### src/sv/teav_pkg.sv
`timescale 1ns / 1ps
package teav_pkg;

  localparam int DATA_W         = 32;
  localparam int KEY_CNT        = 4;
  localparam int CFG_IDX_W      = 3;
  localparam int ROUNDS_DEFAULT = 32;
  localparam int SHIFT_L        = 4;
  localparam int SHIFT_R        = 5;

  localparam logic [DATA_W-1:0] DELTA_RESET = 32'h9E3779B9;

  typedef enum logic [CFG_IDX_W-1:0] {
    CFG_KEY_A = 3'd0,
    CFG_KEY_B = 3'd1,
    CFG_KEY_C = 3'd2,
    CFG_KEY_D = 3'd3,
    CFG_DELTA = 3'd4
  } teav_cfg_e;

  typedef logic [KEY_CNT-1:0][DATA_W-1:0] teav_key_t;

  // One block in flight: operation, both words and the running sum
  typedef struct packed {
    logic              action;
    logic [DATA_W-1:0] left;
    logic [DATA_W-1:0] right;
    logic [DATA_W-1:0] sum;
  } teav_blk_t;

  // First term of the mix: ((v << 4) + ka) ^ v
  function automatic logic [DATA_W-1:0] teav_mix_shl(logic [DATA_W-1:0] v,
                                                     logic [DATA_W-1:0] ka);
    logic [DATA_W-1:0] t;
    t = (v << SHIFT_L) + ka;
    return t ^ v;
  endfunction

  // Second term of the mix: (sum ^ (v >> 5)) + kb
  function automatic logic [DATA_W-1:0] teav_mix_shr(logic [DATA_W-1:0] v,
                                                     logic [DATA_W-1:0] sum,
                                                     logic [DATA_W-1:0] kb);
    return (sum ^ (v >> SHIFT_R)) + kb;
  endfunction

endpackage

### src/sv/teav_round.sv
`timescale 1ns / 1ps
module teav_round (
  input  logic                       clk_i,
  input  logic                       rst_ni,
  input  logic                       en_i,
  input  logic                       valid_i,
  input  teav_pkg::teav_blk_t        blk_i,
  input  teav_pkg::teav_key_t        key_i,
  input  logic [teav_pkg::DATA_W-1:0] delta_i,
  output logic                       valid_o,
  output teav_pkg::teav_blk_t        blk_o
);
  import teav_pkg::*;

  // First half: mix terms, then fold into the target word
  logic              h1a_valid_q;
  teav_blk_t         h1a_blk_q, h1a_blk_d;
  logic [DATA_W-1:0] h1a_t1_q, h1a_t1_d;
  logic [DATA_W-1:0] h1a_t2_q, h1a_t2_d;
  logic              h1b_valid_q;
  teav_blk_t         h1b_blk_q, h1b_blk_d;
  // Second half
  logic              h2a_valid_q;
  teav_blk_t         h2a_blk_q, h2a_blk_d;
  logic [DATA_W-1:0] h2a_t1_q, h2a_t1_d;
  logic [DATA_W-1:0] h2a_t2_q, h2a_t2_d;
  logic              h2b_valid_q;
  teav_blk_t         h2b_blk_q, h2b_blk_d;

  logic [DATA_W-1:0] v1, ka1, kb1, f1;
  logic [DATA_W-1:0] v2, ka2, kb2, f2;

  // Encrypt mixes right into left first; decrypt mixes left into right first
  always_comb begin
    h1a_blk_d = blk_i;
    if (blk_i.action) begin
      v1  = blk_i.left;
      ka1 = key_i[2];
      kb1 = key_i[3];
    end else begin
      v1  = blk_i.right;
      ka1 = key_i[0];
      kb1 = key_i[1];
    end
    h1a_t1_d = teav_mix_shl(v1, ka1);
    h1a_t2_d = teav_mix_shr(v1, blk_i.sum, kb1);
  end

  always_comb begin
    h1b_blk_d = h1a_blk_q;
    f1        = h1a_t1_q + h1a_t2_q;
    if (h1a_blk_q.action) begin
      h1b_blk_d.right = h1a_blk_q.right - f1;
    end else begin
      h1b_blk_d.left = h1a_blk_q.left + f1;
    end
  end

  always_comb begin
    h2a_blk_d = h1b_blk_q;
    if (h1b_blk_q.action) begin
      v2  = h1b_blk_q.right;
      ka2 = key_i[0];
      kb2 = key_i[1];
    end else begin
      v2  = h1b_blk_q.left;
      ka2 = key_i[2];
      kb2 = key_i[3];
    end
    h2a_t1_d = teav_mix_shl(v2, ka2);
    h2a_t2_d = teav_mix_shr(v2, h1b_blk_q.sum, kb2);
  end

  // Fold the second half and step the sum for the next round
  always_comb begin
    h2b_blk_d = h2a_blk_q;
    f2        = h2a_t1_q + h2a_t2_q;
    if (h2a_blk_q.action) begin
      h2b_blk_d.left = h2a_blk_q.left - f2;
      h2b_blk_d.sum  = h2a_blk_q.sum - delta_i;
    end else begin
      h2b_blk_d.right = h2a_blk_q.right + f2;
      h2b_blk_d.sum   = h2a_blk_q.sum + delta_i;
    end
  end

  always_ff @(posedge clk_i or negedge rst_ni) begin
    if (!rst_ni) begin
      h1a_valid_q <= 1'b0;
      h1b_valid_q <= 1'b0;
      h2a_valid_q <= 1'b0;
      h2b_valid_q <= 1'b0;
    end else if (en_i) begin
      h1a_valid_q <= valid_i;
      h1b_valid_q <= h1a_valid_q;
      h2a_valid_q <= h1b_valid_q;
      h2b_valid_q <= h2a_valid_q;
    end
  end

  always_ff @(posedge clk_i) begin
    if (en_i) begin
      h1a_blk_q <= h1a_blk_d;
      h1a_t1_q  <= h1a_t1_d;
      h1a_t2_q  <= h1a_t2_d;
      h1b_blk_q <= h1b_blk_d;
      h2a_blk_q <= h2a_blk_d;
      h2a_t1_q  <= h2a_t1_d;
      h2a_t2_q  <= h2a_t2_d;
      h2b_blk_q <= h2b_blk_d;
    end
  end

  assign valid_o = h2b_valid_q;
  assign blk_o   = h2b_blk_q;

endmodule

### config.mk
export PLATFORM = sky130hd
export DESIGN_NAME = teav_round
export DESIGN_NICKNAME = d
export VERILOG_FILES = /design/src/sv/teav_pkg.sv /design/src/sv/teav_round.sv
export SDC_FILE = /design/constraint.sdc
export NUM_CORES = 1
export LEC_CHECK = 0
export BUFFER_PORTS_ARGS = -buffer_cell sky130_fd_sc_hd__buf_2
export CELL_PAD_IN_SITES_DETAIL_PLACEMENT = 0
export CELL_PAD_IN_SITES_GLOBAL_PLACEMENT = 1
export CORE_MARGIN = 3
export CORE_UTILIZATION = 25
export CTS_CLUSTER_DIAMETER = 30
export CTS_CLUSTER_SIZE = 25
export DETAILED_ROUTE_END_ITERATION = 8
export GPL_ROUTABILITY_DRIVEN = 0
export PLACE_DENSITY_LB_ADDON = 0.1
export SLEW_MARGIN = 40
export SYNTH_ARGS = -nofsm -noshare
export SYNTH_HDL_FRONTEND = slang
export SYNTH_SLANG_ARGS = --single-unit
### constraint.sdc
create_clock -name clk_i -period 12.46 [get_ports clk_i]
set_input_delay 1.246 -clock clk_i [delete_from_list [all_inputs] [get_ports clk_i]]
set_output_delay 1.246 -clock clk_i [all_outputs]
set_load 0.005 [all_outputs]
==> Word-level counts from Yosys, hierarchy flattened <==
Index checks and enable logic that the tools add are counted.
{ "op_classes": {"n_mul": 0, "n_div": 0, "magnitude_cmp": 0, "n_shift": 0, "n_addsub": 12, "bitwise_logic": 4, "muxes": 11, "reduce_logical": 0, "n_eq_ne": 0} }
{ "op_table": {"columns": ["op", "n"], "rows": [
  ["2-to-1 mux 32 bit", 11],
  ["adder 32 bit", 9],
  ["subtractor 32 bit", 3],
  ["bitwise XOR 32 x 27 -> 32 bit", 2],
  ["bitwise XOR 32 bit", 2]
]} }
{ "totals": {"out_inout_bits": 98, "ram_bits": 0, "latch_bits": 0, "ff_bits": 520, "n_memories": 0, "romBits": 0} }

==> Logic depth before layout (Yosys ltp) <==
{ "depth": {"ltp_word": 3, "depth_mapped": 26, "depth_no_buf": 25} }

==> Worst setup path after synthesis <==
OpenSTA, ideal clock, no wires.
{ "synth_path": {"path_kind": "input-to-reg", "start": "in blk_i[96] (netlist bit)", "end": "reg h1a_t2_q[30] (data pin)", "setup_slack_ns": 7.282, "setup_ns": 0.258, "cell_stages": 18, "required_ns": 12.202, "arrival_ns": 4.921, "path_cell_list": "clkbuf_1 buf_1 clkbuf_1 mux2_2 ha_1 inv_1 fa_1 nor2b_1 o21ai_0 a21boi_0 o21ai_1 a21o_1 a211oi_1 o311a_1 a21oi_1 o31ai_1 a21oi_1 xnor2_1"} }
{ "synth_between": {"elab_chain_len": 3, "word_cells_on_any_way": 4, "classes_between": "add/sub: 1; mux: 2; bitwise: 1"} }
{ "synth_lines": {"columns": ["element", "line", "rtl"], "rows": [
  ["start, declared", "teav_round.sv:7", "input teav_pkg::teav_blk_t blk_i,"],
  ["2-to-1 mux 32 bit", "teav_round.sv:36", "if (blk_i.action) begin"],
  ["bitwise XOR 32 x 27 -> 32 bit", "teav_pkg.sv:43", "return (sum ^ (v >> SHIFT_R)) + kb;"],
  ["adder 32 bit (*)", "teav_pkg.sv:43", null],
  ["via h1a_t2_d[30]", "teav_round.sv:19", "logic [DATA_W-1:0] h1a_t2_q, h1a_t2_d;"],
  ["end signal, assigned", "teav_round.sv:105", "h1a_t2_q <= h1a_t2_d;"],
  ["end, declared", "teav_round.sv:19", null]
]} }
The timed path passes the listed nets; every way through them passes the cells marked *.
A chain may end at the register's enable or synchronous reset.

==> impl_metrics.py <==
metrics = {
    "outcome": {
        "status": "completed",
    },
    "die": {
        "die_y_um": 394,
        "start_util_pct": 25.3,
        "rows": 141,
        "die_x_um": 394,
        "io_pins": 359,
        "dieArea_um2": 155000,
        "core_area_um2": 149000,
    },
    "clock_network": {
        "clockBufferDepth": 3,
        "numCtsBuffers": 175,
        "cts-root-buf": "clkbuf_16",
        "cts_tree": "yes",
        "clkSinkCount": 520,
        "postCtsSetupRepairBufs": 0,
        "cts_resized": 0,
        "cts.clk_slew.worst_paths_ns": 0.04,
        "cts_hold_buf": 0,
        "htree_levels": 4,
        "worstSkewPairLatency_ns": 0.78,
    },
    "sta": {
        "fin_skew_ns": 0.0383,
        "fin_crit_ns": 5.93,
        "hold_viol": 0,
        "setup_viol": 0,
        "rsz0062_at_grt": "false",
        "hold_slack_ns": 0.285,
        "fmax_mhz": 169,
        "worst_pin_slew_ns": 0.787,
        "finalCritPeriodShare_pct": 47.6,
        "drv_slew": 0,
        "slew-limit-headroom_pct": 47.5,
        "setup_tns_ns": 0,
    },
    "critical_path": {
        "r2r-end": "blk_o[63]$_DFFE_PP_",
        "required_ns": 12.98,
        "max_stage_delay_ns": 0.47,
        "crit_start": "h2a_t1_q[0]$_DFFE_PP_",
        "timing.rr.start": "h2a_t1_q[0]$_DFFE_PP_",
        "cp-start-kind": "register",
        "cp_max_fo": 8,
        "crit_path_cell_trace": "ha_1, fa_1, a21o_1, a21oi_1, o21bai_1, a21oi_2, nor4_1, o41ai_2, o21ai_1, a31oi_2, o21ai_2, xnor2_1, ha_1, a21o_1, a21o_1, a221oi_1, o21a_1, o21ai_0, o41ai_1, or2_1, a21oi_2, xor2_1",
        "slowest_stage": "o41ai_2",
        "reg2reg_slack_ns": 6.53,
        "critPathKind": "register to register",
        "end_kind": "register",
        "cpMostUsedCell": "a21o_1",
        "rr_worst_depth": 22,
        "cp_num_cells": 22,
        "crit_family": "compound AO/OA/AOI/OAI gates",
        "worst-path-buf-inv": 0,
        "critPathArrivalTime_ns": 6.46,
        "endpoint": "blk_o[63]$_DFFE_PP_",
    },
    "drt": {
        "drtAntennaViolNets": 0,
        "firstDrtPassIters": 6,
        "drt_wl_total_um": 137000,
        "wl_per_cell_um": 22.2,
        "viasPerCell": 4.59,
        "drc_errors": 0,
        "drt_iter0_markers": 1561,
        "vias": 28400,
    },
    "logic_synthesis": {
        "synth-seq-cells": 520,
        "netlist_top_cells_area": "edfxtp_1 (41%), ha_1 (11%), xnor2_1 (8.1%)",
        "avgSynthCellArea_um2": 10.6,
        "synth_cells": 3552,
        "synth_common_cells": "edfxtp_1 (516), xnor2_1 (347), ha_1 (342)",
        "synthesis.nets": 4166,
        "ys_seq_area_share_pct": 41.5,
        "netlist_area_um2": 37600,
        "synthMostInstantiatedCell": "edfxtp_1",
        "yosysUniqueCellTypes": 78,
        "ys_async_sr_fraction_pct": 0.769,
        "yosysTopAreaCell": "edfxtp_1",
        "ys.flop_type": "edfxtp_1",
        "synth_top_area_share_pct": 41.2,
        "ys_warn_count": 0,
        "synth_edf_count": 516,
    },
    "layout": {
        "multi_input_comb_area_um2": 20900,
        "seq_area_um2": 15600,
        "area_growth_syn_to_layout_pct": 27.4,
        "fillers": 15400,
        "layout.cells.non_filler": 6184,
        "nets": 4636,
        "drive_gt1_share_pct": 20.8,
    },
    "power": {
        "p_leak_nw": 19.8,
        "ir_drop_mv": 0.161,
        "powerDensity_nw_per_um2": 372,
    },
    "global_routing": {
        "globalRouteOverflowTotal": 0,
        "grt_pass1_vias": 30100,
        "antenna_found_initial": 22,
        "grt_max_degree": 135,
        "track_usage_pct": 17.4,
        "grt_pass1_wl_um": 198000,
    },
    "placed_design": {
        "post-place-cells": 5846,
        "place_hpwl_um": 113000,
        "port_buffers": 358,
    },
    "flow_run": {
        "drv_cap": 0,
    },
    "worst_hold_path": {
        "holdCritPathClass": "input pin to async pin",
    },
}
## kinds of logic (layout without fill, tap and decap cells)
| family | Yosys count | count (layout) | synth area share (%) |
|---|---|---|---|
| flops | 520 | 520 | 41.5 |
| simple gates | 683 | 683 | 8.68 |
| xor+xnor | 471 | 471 | 11.0 |
| compound gates | 975 | 975 | 16.5 |
| fa+ha+maj | 353 | 353 | 12.0 |
| other cells | 0 | 10 | 0 |
| mux | 257 | 257 | 7.46 |
| buf+inv | 293 | 913 | 2.93 |
## final cells by class
| class | instances | area share [%] |
|---|---|---|
| Sequential cell | 520 | 32.6 |
| Clock buffer | 201 | 9.39 |
| Clock inverter | 126 | 3.23 |
| Tap cell | 2002 | 5.23 |
| Antenna cell | 10 | 0.0522 |
| Timing Repair Buffer | 377 | 4.27 |
| Multi-Input combinational cell | 2739 | 43.6 |
| Inverter | 209 | 1.64 |
## power breakdown
part           total (mW)  switching (mW)  leakage (nW)  internal [mW]
sequential           3.19           0.354          5.10           2.83
clock                4.41            1.32          2.89           3.09
combinational        10.2            5.88          11.8           4.37
total                17.8            7.55          19.8           10.3
## layout by cell type, fill, tap and decap left out, types with 33 or more instances in the layout
master	n
nand2b_1	54
clkbuf_16	176
edfxtp_1	516
nor2_1	175
ha_1	342
buf_2	356
mux2i_1	72
inv_1	209
a21o_1	168
xnor2_1	347
nor2b_1	44
a21oi_1	294
clkinv_1	33
nor3_1	37
o21a_1	36
mux2_2	185
xor2_1	124
o21bai_1	48
clkinv_2	35
nand3_1	52
o21ai_0	209
nand2_1	203
## metrics by stage
stage | instance area [µm²] | power (mW) | setup WS, ns | util, %
floorplan | 37600 | 10.6 | 7.28 | -
global route | 47900 | 19.3 | 6.15 | 32.2
detailed placement | 41800 | 13.5 | 6.36 | 28.1
global placement | 41800 | 13.6 | 6.44 | 28.1
CTS | 47800 | 18.0 | 6.41 | 32.2
finish | 47900 | 17.8 | 6.53 | 32.2
## worst min path at each step
stage,end,slack [ns]
floorplan,h1b_blk_q[0]$_DFFE_PP_,0.40
global placement,h1b_blk_q[31]$_DFFE_PP_,0.40
detailed placement,h1b_blk_q[21]$_DFFE_PP_,0.40
CTS,h1a_valid_q$_DFFE_PN0P_,0.19
global route,h1a_valid_q$_DFFE_PN0P_,0.23
finish,h1a_valid_q$_DFFE_PN0P_,0.29
## layer usage
| layer | vias to the layer above | part of all wire (%) | track usage (%) |
|---|---|---|---|
| met3 | 200 | 3.9 | 2.93 |
| met2 | 621 | 44 | 26.8 |
| met4 | 0 | 2.3 | 5.05 |
| li1 | 14200 | - | - |
| met5 | - | 0 | 0 |
| met1 | 13400 | 50 | 24.8 |
## worst reg2reg max path: stages, from the launching register on
cell	delay [ns]
edfxtp_1	0.36
ha_1	0.25
fa_1	0.41
a21o_1	0.17
a21oi_1	0.22
o21bai_1	0.11
a21oi_2	0.20
nor4_1	0.11
o41ai_2	0.47
o21ai_1	0.20
a31oi_2	0.40
o21ai_2	0.16
xnor2_1	0.26
ha_1	0.38
a21o_1	0.21
a21o_1	0.17
a221oi_1	0.28
o21a_1	0.23
o21ai_0	0.23
o41ai_1	0.46
or2_1	0.17
a21oi_2	0.06
xor2_1	0.15
## sequential cells by signal, indices dropped and copies added, names as in the netlist
name,flops
h2a_blk_q,97
h1b_valid_q,1
h1a_t2_q,32
h1b_blk_q,97
h1a_blk_q,97
h1a_t1_q,32
blk_o,97
h2a_t2_q,32
h2a_t1_q,32
h2a_valid_q,1
valid_o,1
h1a_valid_q,1
(Power assumes the default switching activity.)
